### src/rtl/lpt_pkg.sv
// Shared types, codes and defaults for the live pointer tracker.
package lpt_pkg;

	localparam int TABLE_ENTRIES_DEF = 128;
	localparam int ADDRESS_BITS_DEF  = 32;
	localparam int FIELD_BITS        = 32;

	localparam logic [2:0] LEAD_BITS  = 3'd7;
	localparam logic [1:0] TRAIL_BITS = 2'd3;

	localparam logic [1:0] KIND_ALLOC   = 2'd0;
	localparam logic [1:0] KIND_FREE    = 2'd1;
	localparam logic [1:0] KIND_REALLOC = 2'd2;

	localparam logic [2:0] STAT_OK      = 3'd0;
	localparam logic [2:0] STAT_NULL    = 3'd1;
	localparam logic [2:0] STAT_FULL    = 3'd2;
	localparam logic [2:0] STAT_UNKNOWN = 3'd3;
	localparam logic [2:0] STAT_LEAD    = 3'd4;
	localparam logic [2:0] STAT_TRAIL   = 3'd5;
	localparam logic [2:0] STAT_BYPASS  = 3'd6;

	typedef struct packed {
		logic [1:0]            kind;
		logic [FIELD_BITS-1:0] address;
		logic [FIELD_BITS-1:0] new_address;
		logic [FIELD_BITS-1:0] leading_word;
		logic [FIELD_BITS-1:0] trailing_word;
	} in_item_t;

	typedef struct packed {
		logic [2:0]            status;
		logic [FIELD_BITS-1:0] leading_canary;
		logic [FIELD_BITS-1:0] trailing_canary;
		logic                  error_flag;
	} out_item_t;

	typedef struct packed {
		logic done;
		logic found;
	} scan_res_t;

endpackage

### src/rtl/lpt_ram.sv
// Generic single write port, single read port RAM with registered read data.
module lpt_ram import lpt_pkg::*; #(
	parameter int WIDTH = ADDRESS_BITS_DEF,
	parameter int DEPTH = TABLE_ENTRIES_DEF
) (
	input  logic                                      clk,
	input  logic                                      we,
	input  logic [((DEPTH > 1) ? $clog2(DEPTH) : 1)-1:0] waddr,
	input  logic [WIDTH-1:0]                          wdata,
	input  logic                                      re,
	input  logic [((DEPTH > 1) ? $clog2(DEPTH) : 1)-1:0] raddr,
	output logic [WIDTH-1:0]                          rdata
);

	logic [WIDTH-1:0] mem [DEPTH];

	always_ff @(posedge clk) begin
		if (we) begin
			mem[waddr] <= wdata;
		end
		if (re) begin
			rdata <= mem[raddr];
		end
	end

endmodule

### src/rtl/lpt_scan.sv
// Table scan engine: one shared equality compare, slot by slot to a hit.
module lpt_scan import lpt_pkg::*; #(
	parameter int TABLE_ENTRIES = TABLE_ENTRIES_DEF,
	parameter int ADDRESS_BITS  = ADDRESS_BITS_DEF
) (
	input  logic                     clk,
	input  logic                     arst_n,
	input  logic                     start,
	input  logic [ADDRESS_BITS-1:0]  key,
	output logic                     rd_en,
	output logic [((TABLE_ENTRIES > 1) ? $clog2(TABLE_ENTRIES) : 1)-1:0] rd_addr,
	input  logic [ADDRESS_BITS-1:0]  rd_data,
	output scan_res_t                res,
	output logic [((TABLE_ENTRIES > 1) ? $clog2(TABLE_ENTRIES) : 1)-1:0] idx
);

	localparam int IW = (TABLE_ENTRIES > 1) ? $clog2(TABLE_ENTRIES) : 1;
	localparam logic [IW-1:0] LAST = IW'(TABLE_ENTRIES - 1);

	logic              issue_q;
	logic [IW-1:0]     cnt_q;
	logic [ADDRESS_BITS-1:0] key_q;
	logic              pend_s1;
	logic              last_s1;
	logic [IW-1:0]     idx_s1;
	logic              hit;

	assign hit       = pend_s1 && (rd_data == key_q);
	assign res.found = hit;
	assign res.done  = pend_s1 && (hit || last_s1);
	assign idx       = idx_s1;
	assign rd_en     = issue_q;
	assign rd_addr   = cnt_q;

	always_ff @(posedge clk or negedge arst_n) begin
		if (!arst_n) begin
			issue_q <= 1'b0;
			cnt_q   <= '0;
			pend_s1 <= 1'b0;
		end else if (start) begin
			issue_q <= 1'b1;
			cnt_q   <= '0;
			pend_s1 <= 1'b0;
		end else if (res.done) begin
			issue_q <= 1'b0;
			pend_s1 <= 1'b0;
		end else begin
			pend_s1 <= issue_q;
			if (issue_q) begin
				cnt_q <= cnt_q + 1'b1;
				if (cnt_q == LAST) begin
					issue_q <= 1'b0;
				end
			end
		end
	end

	always_ff @(posedge clk) begin
		if (start) begin
			key_q <= key;
		end
		if (issue_q) begin
			idx_s1  <= cnt_q;
			last_s1 <= (cnt_q == LAST);
		end
	end

endmodule

### src/rtl/live_pointer_tracker_with_canary_check_core.sv
// Live pointer tracker top level: item sequencer, table memory and result register.
// After reset the block clears the table memory, one slot a cycle, with in_ready low.
// An item is then taken only while the block is idle, and in_ready comes back high at
// the edge that loads its result. A bypassed, null or undefined item goes straight to
// the finish state; an allocate or a free walks the table through one compare unit fed
// by the memory read port, one slot a cycle, and stops at the first free or matching
// slot; a reallocate runs a free walk for a non-null old address and, if that succeeds,
// an allocate walk for a non-null new address. The result waits in an output register,
// so the next item may enter while it is still unread; that item then holds in its
// finish state until the register is read.
module live_pointer_tracker_with_canary_check_core import lpt_pkg::*; #(
	parameter int TABLE_ENTRIES = TABLE_ENTRIES_DEF,
	parameter int ADDRESS_BITS  = ADDRESS_BITS_DEF
) (
	input  logic      clk,
	input  logic      arst_n,
	input  logic      in_valid,
	output logic      in_ready,
	input  in_item_t  in_data,
	output logic      out_valid,
	input  logic      out_ready,
	output out_item_t out_data
);

	localparam int IW        = (TABLE_ENTRIES > 1) ? $clog2(TABLE_ENTRIES) : 1;
	localparam int KEEP_BITS = (ADDRESS_BITS < FIELD_BITS) ? ADDRESS_BITS : FIELD_BITS;
	localparam logic [IW-1:0] LAST = IW'(TABLE_ENTRIES - 1);
	localparam logic [ADDRESS_BITS-1:0] LEAD_MASK  = ADDRESS_BITS'(LEAD_BITS);
	localparam logic [ADDRESS_BITS-1:0] TRAIL_MASK = ADDRESS_BITS'(TRAIL_BITS);

	localparam logic [2:0] S_CLEAR      = 3'd0;
	localparam logic [2:0] S_IDLE       = 3'd1;
	localparam logic [2:0] S_FREE_SCAN  = 3'd2;
	localparam logic [2:0] S_ALLOC_SCAN = 3'd3;
	localparam logic [2:0] S_FIN        = 3'd4;

	logic [2:0]              state_q, state_d;
	logic [IW-1:0]           clr_q;
	logic                    err_q;
	logic                    out_valid_q;
	out_item_t               out_q;

	logic [1:0]              kind_q;
	logic [ADDRESS_BITS-1:0] a_q, na_q, lead_q, trail_q, alloc_q;
	logic [2:0]              stat_q;
	logic                    trk_q;

	logic [ADDRESS_BITS-1:0] a_w, na_w, lead_w, trail_w;
	logic                    accept, lead_bad, trail_bad, stat_err, fin_load;

	logic                    set_stat, set_alloc, set_trk;
	logic [2:0]              stat_d;
	logic [ADDRESS_BITS-1:0] alloc_d;

	logic                    scan_start;
	logic [ADDRESS_BITS-1:0] scan_key;
	scan_res_t               scan_res;
	logic [IW-1:0]           scan_idx;
	logic                    rd_en;
	logic [IW-1:0]           rd_addr;
	logic [ADDRESS_BITS-1:0] rd_data;
	logic                    we;
	logic [IW-1:0]           waddr;
	logic [ADDRESS_BITS-1:0] wdata;

	assign a_w     = ADDRESS_BITS'(in_data.address[KEEP_BITS-1:0]);
	assign na_w    = ADDRESS_BITS'(in_data.new_address[KEEP_BITS-1:0]);
	assign lead_w  = ADDRESS_BITS'(in_data.leading_word[KEEP_BITS-1:0]);
	assign trail_w = ADDRESS_BITS'(in_data.trailing_word[KEEP_BITS-1:0]);

	assign in_ready  = (state_q == S_IDLE);
	assign accept    = in_valid && in_ready;
	assign lead_bad  = (lead_q != (a_q | LEAD_MASK));
	assign trail_bad = (trail_q != (a_q | TRAIL_MASK));
	assign stat_err  = (stat_q == STAT_FULL) || (stat_q == STAT_UNKNOWN) ||
		(stat_q == STAT_LEAD) || (stat_q == STAT_TRAIL);
	assign fin_load  = (state_q == S_FIN) && (!out_valid_q || out_ready);
	assign out_valid = out_valid_q;
	assign out_data  = out_q;

	always_comb begin
		state_d    = state_q;
		scan_start = 1'b0;
		scan_key   = '0;
		we         = 1'b0;
		waddr      = clr_q;
		wdata      = '0;
		set_stat   = 1'b0;
		stat_d     = STAT_NULL;
		set_alloc  = 1'b0;
		alloc_d    = a_w;
		set_trk    = 1'b0;
		unique case (state_q)
			S_CLEAR: begin
				we = 1'b1;
				if (clr_q == LAST) begin
					state_d = S_IDLE;
				end
			end
			S_IDLE: begin
				if (accept) begin
					set_stat = 1'b1;
					state_d  = S_FIN;
					if (err_q) begin
						stat_d = STAT_BYPASS;
					end else begin
						unique case (in_data.kind)
							KIND_ALLOC: begin
								if (a_w != '0) begin
									scan_start = 1'b1;
									set_alloc  = 1'b1;
									state_d    = S_ALLOC_SCAN;
								end
							end
							KIND_FREE: begin
								if (a_w != '0) begin
									scan_start = 1'b1;
									scan_key   = a_w;
									state_d    = S_FREE_SCAN;
								end
							end
							KIND_REALLOC: begin
								if (a_w != '0) begin
									scan_start = 1'b1;
									scan_key   = a_w;
									state_d    = S_FREE_SCAN;
								end else if (na_w != '0) begin
									scan_start = 1'b1;
									set_alloc  = 1'b1;
									alloc_d    = na_w;
									state_d    = S_ALLOC_SCAN;
								end
							end
							default: begin
							end
						endcase
					end
				end
			end
			S_FREE_SCAN: begin
				if (scan_res.done) begin
					set_stat = 1'b1;
					state_d  = S_FIN;
					if (!scan_res.found) begin
						stat_d = STAT_UNKNOWN;
					end else begin
						we    = 1'b1;
						waddr = scan_idx;
						priority if (lead_bad) begin
							stat_d = STAT_LEAD;
						end else if (trail_bad) begin
							stat_d = STAT_TRAIL;
						end else if (kind_q != KIND_REALLOC) begin
							stat_d = STAT_OK;
						end else if (na_q != '0) begin
							scan_start = 1'b1;
							set_alloc  = 1'b1;
							alloc_d    = na_q;
							state_d    = S_ALLOC_SCAN;
						end else begin
							stat_d = STAT_NULL;
						end
					end
				end
			end
			S_ALLOC_SCAN: begin
				if (scan_res.done) begin
					set_stat = 1'b1;
					state_d  = S_FIN;
					if (scan_res.found) begin
						we      = 1'b1;
						waddr   = scan_idx;
						wdata   = alloc_q;
						stat_d  = STAT_OK;
						set_trk = 1'b1;
					end else begin
						stat_d = STAT_FULL;
					end
				end
			end
			S_FIN: begin
				if (fin_load) begin
					state_d = S_IDLE;
				end
			end
			default: begin
				state_d = S_IDLE;
			end
		endcase
	end

	always_ff @(posedge clk or negedge arst_n) begin
		if (!arst_n) begin
			state_q     <= S_CLEAR;
			clr_q       <= '0;
			err_q       <= 1'b0;
			out_valid_q <= 1'b0;
		end else begin
			state_q <= state_d;
			if (state_q == S_CLEAR) begin
				clr_q <= clr_q + 1'b1;
			end
			if (fin_load) begin
				out_valid_q <= 1'b1;
				err_q       <= err_q | stat_err;
			end else if (out_ready) begin
				out_valid_q <= 1'b0;
			end
		end
	end

	always_ff @(posedge clk) begin
		if (accept) begin
			kind_q  <= in_data.kind;
			a_q     <= a_w;
			na_q    <= na_w;
			lead_q  <= lead_w;
			trail_q <= trail_w;
			trk_q   <= 1'b0;
		end else if (set_trk) begin
			trk_q <= 1'b1;
		end
		if (set_stat) begin
			stat_q <= stat_d;
		end
		if (set_alloc) begin
			alloc_q <= alloc_d;
		end
		if (fin_load) begin
			out_q.status          <= stat_q;
			out_q.leading_canary  <= trk_q ? FIELD_BITS'(alloc_q | LEAD_MASK) : '0;
			out_q.trailing_canary <= trk_q ? FIELD_BITS'(alloc_q | TRAIL_MASK) : '0;
			out_q.error_flag      <= err_q | stat_err;
		end
	end

	lpt_scan #(
		.TABLE_ENTRIES (TABLE_ENTRIES),
		.ADDRESS_BITS  (ADDRESS_BITS)
	) u_scan (
		.clk     (clk),
		.arst_n  (arst_n),
		.start   (scan_start),
		.key     (scan_key),
		.rd_en   (rd_en),
		.rd_addr (rd_addr),
		.rd_data (rd_data),
		.res     (scan_res),
		.idx     (scan_idx)
	);

	lpt_ram #(
		.WIDTH (ADDRESS_BITS),
		.DEPTH (TABLE_ENTRIES)
	) u_table (
		.clk   (clk),
		.we    (we),
		.waddr (waddr),
		.wdata (wdata),
		.re    (rd_en),
		.raddr (rd_addr),
		.rdata (rd_data)
	);

	a_scan_done_in_scan: assert property (@(posedge clk) disable iff (!arst_n)
		scan_res.done |-> (state_q == S_FREE_SCAN || state_q == S_ALLOC_SCAN))
		else $error("scan result outside a scan state");

	a_err_sticky: assert property (@(posedge clk) disable iff (!arst_n)
		err_q |=> err_q)
		else $error("sticky error cleared");

	a_bypass_flag: assert property (@(posedge clk) disable iff (!arst_n)
		(out_valid_q && out_q.status == STAT_BYPASS) |-> out_q.error_flag)
		else $error("bypassed transaction without error flag");

	a_canary_only_ok: assert property (@(posedge clk) disable iff (!arst_n)
		(out_valid_q && out_q.status != STAT_OK) |->
		(out_q.leading_canary == '0 && out_q.trailing_canary == '0))
		else $error("canary on failed transaction");

	a_no_accept_in_clear: assert property (@(posedge clk) disable iff (!arst_n)
		(state_q == S_CLEAR) |-> !in_ready)
		else $error("transaction taken during table clear");

endmodule

### config.mk
export PLATFORM = sky130hd
export DESIGN_NAME = live_pointer_tracker_with_canary_check_core
export DESIGN_NICKNAME = d
export VERILOG_FILES = /design/src/rtl/lpt_pkg.sv /design/src/rtl/lpt_ram.sv /design/src/rtl/lpt_scan.sv /design/src/rtl/live_pointer_tracker_with_canary_check_core.sv
export SDC_FILE = /design/constraint.sdc
export NUM_CORES = 2
export LEC_CHECK = 0
export ABC_AREA = 1
export BUFFER_PORTS_ARGS = -buffer_cell sky130_fd_sc_hd__buf_2
export CAP_MARGIN = 20
export CORE_ASPECT_RATIO = 0.7
export CORE_UTILIZATION = 45
export CTS_CLUSTER_SIZE = 8
export DETAILED_ROUTE_END_ITERATION = 8
export HOLD_SLACK_MARGIN = 0.05
export SLEW_MARGIN = 0
export SYNTH_ARGS = -nofsm -noshare
export SYNTH_HDL_FRONTEND = slang
export SYNTH_SLANG_ARGS = --single-unit
export TNS_END_PERCENT = 30
### constraint.sdc
create_clock -name clk -period 8.1 [get_ports clk]
set_clock_uncertainty 0.15 [all_clocks]
set_input_delay 0.405 -clock clk [delete_from_list [all_inputs] [get_ports clk]]
set_output_delay 0.405 -clock clk [all_outputs]
set_load 0.05 [all_outputs]
# After elaboration in Yosys (flattened, before gate mapping)

Memories as Yosys holds them, arrays and structs flattened. A register that Yosys moved wholly into a read port is not among the register bits.
Index checks and enable logic that the tools add are counted.

Bitwise gates (word level): 5
Reduce and logical (&&, ||, !) cells: 23
Equality and inequality tests: 22
Multiplexer cells: 85
Add/sub/neg operators: 2

Operators with widths:

| cell                | count |
|---|---|
| $mux 32             | 14 |
| $reduce_bool 32->1  | 3 |
| $mux 3              | 22 |
| $ne 32x32->1        | 2 |
| $pmux 32 s2         | 1 |
| $mux 7              | 6 |
| $eq 32x32->1        | 1 |
| $mux 1              | 30 |
| $pmux 3 s3          | 2 |
| $pmux 3 s5          | 1 |
| $add 7x1->7 const B | 2 |
| $eq 7x7->1 const B  | 2 |
| $eq 3x2->1 const B  | 4 |
| $ne 2x2->1 const B  | 6 |
| $pmux 1 s2          | 6 |
| $eq 3x3->1 const B  | 3 |
| $mux 2              | 3 |
| $reduce_or 2->1     | 3 |
| $logic_or 1x1->1    | 5 |
| $reduce_and 5->1    | 1 |
| $reduce_or 5->1     | 1 |
| $logic_and 1x1->1   | 4 |
| $not 1->1           | 4 |
| $reduce_bool 2->1   | 2 |
| other kinds (9)     | 9 |

Memories kept: 1
RAM bits: 4096
Output and inout port bits: 70
Word-level logic and storage cells: 162
Input bits: 134
Register bits: 295

Memories:

| memory      | words | bits a word | read ports | clocked after memory_dff | wr ports | line          | text |
|---|---|---|---|---|---|---|---|
| u_table.mem | 128   | 32          | 1          | 1                        | 1        | lpt_ram.sv:15 | `logic [WIDTH-1:0] mem [DEPTH];` |

# Longest topological paths before layout

Word-level depth: 10
Depth in mapped cells: 17
Gate-level depth less buffers: 16

# By module

A second synthesis with hierarchy kept.

Cells, all modules: 15048
Area total of the unflattened synthesis: 178936.6 sq um

Modules (own cells, without submodules):

| module                                      | instances | cells each | seq. area each (sq um) | area an instance (sq um) |
|---|---|---|---|---|
| lpt_ram                                     | 1         | 13389      | 123958.9               | 164954.5 |
| live_pointer_tracker_with_canary_check_core | 1         | 1364       | 6266.0                 | 11421.0 |
| lpt_scan                                    | 1         | 295        | 1426.4                 | 2561.2 |

# Worst setup path after synthesis

OpenSTA, ideal clock, no wires.

Path type: reg2reg
From: reg state_q[0]
To: reg stat_q[1], data pin
Clock period less this slack: 6.991 ns
Buffers on the path: 1
Setup time: 0.180 ns
Cell stages (with the launch flop): 8
Data arrival time: 6.661 ns
Data required time: 7.770 ns
Slack: 1.109 ns
Cell sequence: dfrtp_1 > buf_2 > inv_1 > nor3_4 > inv_2 > nor2_1 > nand2_1 > o21ai_0

Longest elaborated chain between the ends: 4
Elaborated cells on any way between the ends: 6
Classes of those cells: eq/ne: 3; mux: 2; reduce/logical: 1

RTL lines:

| what                   | line                                               | text |
|---|---|---|
| from (decl)            | live_pointer_tracker_with_canary_check_core.sv:37  | `logic [2:0] state_q, state_d;` |
| from (signal assigned) | live_pointer_tracker_with_canary_check_core.sv:199 | `state_q <= state_d;` |
| $eq 3x1->1             | live_pointer_tracker_with_canary_check_core.sv:71  | `assign in_ready = (state_q == S_IDLE);` |
| $logic_and 1x1->1      | live_pointer_tracker_with_canary_check_core.sv:72  | `assign accept = in_valid && in_ready;` |
| via accept             | live_pointer_tracker_with_canary_check_core.sv:49  | `logic accept, lead_bad, trail_bad, stat_err, fin_load;` |
| $mux 3                 | live_pointer_tracker_with_canary_check_core.sv:101 | `if (accept) begin` |
| $pmux 3 s3             | live_pointer_tracker_with_canary_check_core.sv:93  | `unique case (state_q)` |
| via stat_d[1]          | live_pointer_tracker_with_canary_check_core.sv:52  | `logic [2:0] stat_d;` |
| to (signal assigned)   | live_pointer_tracker_with_canary_check_core.sv:224 | `stat_q <= stat_d;` |
| to (decl)              | live_pointer_tracker_with_canary_check_core.sv:45  | `logic [2:0] stat_q;` |

The timed path passes the listed nets, and every way through them passes these cells.
A chain may end at the register's enable or synchronous reset.

# Final worst setup path

From: reg u_scan.key_q[12]
To: mem u_table.mem[100][17] in the netlist's numbering, data pin

Longest elaborated chain between the ends: 6
Elaborated cells on any way between the ends: 7
Classes of those cells: eq/ne: 1; mux: 3; reduce/logical: 3

RTL lines:

| what                   | line                                               | text |
|---|---|---|
| from (decl)            | lpt_scan.sv:22                                     | `logic [ADDRESS_BITS-1:0] key_q;` |
| from (signal assigned) | lpt_scan.sv:60                                     | `key_q <= key;` |
| $eq 32x32->1 *         | lpt_scan.sv:28                                     | `assign hit = pend_s1 && (rd_data == key_q);` |
| $logic_and 1x1->1 *    | lpt_scan.sv:28                                     |  |
| $logic_or 1x1->1       | lpt_scan.sv:30                                     | `assign res.done = pend_s1 && (hit \|\| last_s1);` |
| $logic_and 1x1->1      | lpt_scan.sv:30                                     |  |
| $mux 32 *              | live_pointer_tracker_with_canary_check_core.sv:167 | `if (scan_res.done) begin` |
| $mux 32 *              | live_pointer_tracker_with_canary_check_core.sv:93  |  |
| via u_table.wdata[17]  | lpt_ram.sv:9                                       | `input logic [WIDTH-1:0] wdata,` |
| to (decl)              | lpt_ram.sv:15                                      |  |

Mark *: on every way through the listed nets, which the timed path passes. The rest lies on a longest branch.

==> flow_summary.json <==
{
  "async_flop_share_pct": 0.4786,
  "slew_headroom_pct": 18.23,
  "design.die.area_mm2": 0.3918,
  "post-route-period-util_pct": 60.43,
  "post-cts-setup-buffers": 0,
  "ctsHtreeMaxLevel": 6,
  "yosys_warnings": 0,
  "antenna_found_initial": 32,
  "whs_endpoint": "na_q[25]$_DFFE_PP_",
  "drtPass1Iterations": 8,
  "vias": 117100,
  "pin_count": 204,
  "postSynthCellCount": 13680,
  "synthesis.area_mm2": 0.1752,
  "synthAdderAreaFrac_pct": 0.04286,
  "cts.repair.resized": 0,
  "wirelength_um": 555500,
  "path_max_fanout": 71,
  "powerDensity_mw_per_mm2": 346.1,
  "cp-start-kind": "flop",
  "worstReg2RegEnd": "u_table.mem[100][17]$_DFFE_PP_",
  "synthFlopType": "edfxtp_1",
  "num_rows": 191,
  "min_period_ns": 4.895,
  "synth_simple_gate_area_share_pct": 10.60,
  "ir_drop_v": 0.0003378,
  "nets": 14280,
  "synth_most_common_cell": "edfxtp_1",
  "drtIter0Drc": 19220,
  "grt_max_degree": 195,
  "preCtsSetupSlack_ns": 3.380,
  "crit_chain": "xnor2_1 > nand2_1 > nor2_1 > nand2_1 > nor2_2 > nand2_1 > clkinv_1 > nand3_4 > buf_4 > nor2_4 > buf_4 > buf_4",
  "synth_area_leaders": "edfxtp_1, o21ai_0, nor2_1",
  "yosys-top-cells-count": "edfxtp_1, nor2_1, o21ai_0",
  "tritoncts": "yes",
  "overflow": 0,
  "post_synth_xor_area_fraction_pct": 0.2050,
  "cts.clk_slew.worst_paths_ns": 0.05,
  "areaGrowthSynthToFinish_pct": 15.43,
  "finalHoldViolCount": 0,
  "synth.ff_latch_count": 4388,
  "setup_viol": 0,
  "clock.fmax_mhz": 204.3,
  "synthesis.nets": 13820,
  "cp_slowest_cell": "buf_4",
  "setup_slack_ns": 3.205,
  "synth_compound_area_share_pct": 10.95,
  "drtAntennaViolNets": 0,
  "synth_edf_count": 4366,
  "yosysTopAreaCellShare_pct": 74.85,
  "viasPerCell": 6.053,
  "synth_top_area_cell": "edfxtp_1",
  "leakage_nw": 58.28,
  "hold_buffers": 259,
  "grt_use_total_pct": 27.45,
  "crit_path_max_incr_delay_ns": 0.91,
  "critPathKind": "reg -> reg",
  "holdPathStages": 2,
  "wl_per_cell_um": 28.71,
  "min-delay-start": "in_data[89]",
  "arrival_ns": 5.34,
  "seq_area_frac_synth_pct": 75.16,
  "core_mm2": 0.3871,
  "worst-r2r-cell-count": 12,
  "grt_pass1_vias": 106900,
  "crit_family": "buffers and inverters",
  "maxCapViolCount": 0,
  "synth_top_family_by_area": "compound AO/OA/AOI/OAI gates",
  "cts.sinks": 4388,
  "dp_cells": 18350,
  "cp.buffers_inverters": 4,
  "post-route-drc-count": 0,
  "numCtsBuffers": 622,
  "muxShareOfSynthArea_pct": 0,
  "cp_data_required_time_ns": 8.54,
  "hold_class": "in -> reg",
  "io_buffers": 203,
  "final_cells": 19350,
  "post-dp-hpwl_um": 312600,
  "cts-root-buf": "clkbuf_16",
  "start_util_pct": 45.24,
  "dieWidth_um": 747.7,
  "rsz0062_at_grt": "no",
  "avgSynthCellArea_um2": 12.81,
  "rrSetupSlack_ns": 3.21,
  "clk_path_buf_depth": 4,
  "fin_tns_setup_ns": 0,
  "tightest_slew_ns": 1.227,
  "ys_types": 49,
  "slew_violations": 0,
  "fp.dieH_um": 524.0,
  "status": "finished, final reports clean",
  "insertion_delay_ns": 0.97,
  "gp_congestion": 0.9207,
  "drive_gt1_share_pct": 10.13,
  "end_kind": "flop",
  "grt_pass1_wl_um": 786100,
  "rr_startpoint": "u_scan.key_q[12]$_SDFFCE_PP0N_"
}
## cells in the final DEF, fill, tap and decap left out, types with 4 or more instances in the layout
cell type and n:
nor2_2 8, nand2_2 14, nand4_4 6, inv_1 272, o21ai_1 11, inv_16 8, dlygate4sd3_1 258, o211ai_1 273
inv_8 4, nor2_1 2700, clkbuf_16 633, inv_6 15, inv_2 13, clkinv_8 9, nand4_1 79, buf_12 71
buf_4 251, nand3_4 4, buf_16 4, edfxtp_1 4366, nor3_1 12, or2_2 11, o21ai_0 2189, xor2_1 9
o22ai_1 579, nand3b_1 8, dfrtp_1 14, a21oi_1 113, nor2_4 169, ha_1 6, nand3_1 532, clkbuf_1 50
buf_2 203, xnor2_1 32, nand2_1 1040, a31oi_1 58, and2_1 5, o221ai_1 174, dfrtp_4 4
## cell type report
type / instances / area, µm²
timing repair buffer: 787 / 7014
clock buffer: 683 / 16030
antenna: 3 / 7.507
multi-input combinational: 8049 / 39410
clock inverter: 34 / 508.0
fill: 32080 / 185000
inverter: 293 / 1151
sequential: 4388 / 131700
tap: 5114 / 6399
## state kept, by name, summed over array words and instances (netlist names), 2 cells and up
signal and cells:
trail_q 32, a_q 30, u_table.rdata 32, state_q 3, u_scan.rd_addr 7, u_table.mem 4096
na_q 32, u_scan.idx 7, stat_q 3, lead_q 32, alloc_q 32, out_data 35
u_scan.key_q 32, kind_q 2, clr_q 7
## through the flow
step / utilization, % / hold slack (ns) / power [W] / instance area (µm²)
after floorplan: - / -0.04059 / 0.03749 / 175200
after global placement: 47.07 / 0.3054 / 0.04639 / 182200
final: 52.22 / 0.1268 / 0.06998 / 202200
after detailed placement: 47.15 / 0.3074 / 0.04644 / 182500
after global routing: 52.22 / 0.1009 / 0.07224 / 202200
after CTS: 52.09 / 0.05031 / 0.06946 / 201700
## how the worst max path moves through the flow
stage | from | to | slack, ns | depth (start not counted)
floorplan | state_q[0]$_DFFE_PN0P_ | stat_q[1]$_DFFE_PP_ | 1.11 | 7
global placement | u_scan.key_q[12]$_SDFFCE_PP0N_ | u_table.mem[6][11]$_DFFE_PP_ | 3.40 | 10
detailed placement | u_scan.key_q[12]$_SDFFCE_PP0N_ | u_table.mem[12][11]$_DFFE_PP_ | 3.38 | 10
CTS | u_scan.key_q[12]$_SDFFCE_PP0N_ | u_table.mem[7][11]$_DFFE_PP_ | 3.37 | 10
global route | u_scan.key_q[12]$_SDFFCE_PP0N_ | u_table.mem[79][17]$_DFFE_PP_ | 3.17 | 12
finish | u_scan.key_q[12]$_SDFFCE_PP0N_ | u_table.mem[100][17]$_DFFE_PP_ | 3.21 | 12
## cell families after synthesis
group                    count (synthesis)
AO/OA/AOI/OAI                         3402
adder cells (fa/ha/maj)                  6
XOR/XNOR                                41
AND/OR/NAND/NOR                       4600
buffers and inverters                 1240
flip-flops                            4388
## worst register-to-register path: stages, from the launching register on
cell and delay, ns:
edfxtp_1 0.37, xnor2_1 0.31, nand2_1 0.09, nor2_1 0.21, nand2_1 0.09, nor2_2 0.24
nand2_1 0.22, clkinv_1 0.14, nand3_4 0.46, buf_4 0.49, nor2_4 0.13, buf_4 0.56
buf_4 0.94
## where the power goes
| group | internal (W) | switching (W) | total [W] |
|---|---|---|---|
| registers | 0.0257 | 0.000503 | 0.0262 |
| clock network | 0.0138 | 0.00926 | 0.0231 |
| logic | 0.00434 | 0.0163 | 0.0207 |
| total | 0.0439 | 0.0261 | 0.0700 |
## metal layers
layer  global-route usage [%]  wire, µm  share of wire (%)
met1                    42.08    235700                 42
met4                    8.225     17160                3.1
met5                        0        55             0.0099
met3                    8.199     74110                 13
met2                    37.47    228500                 41
(Power assumes the default switching activity.)
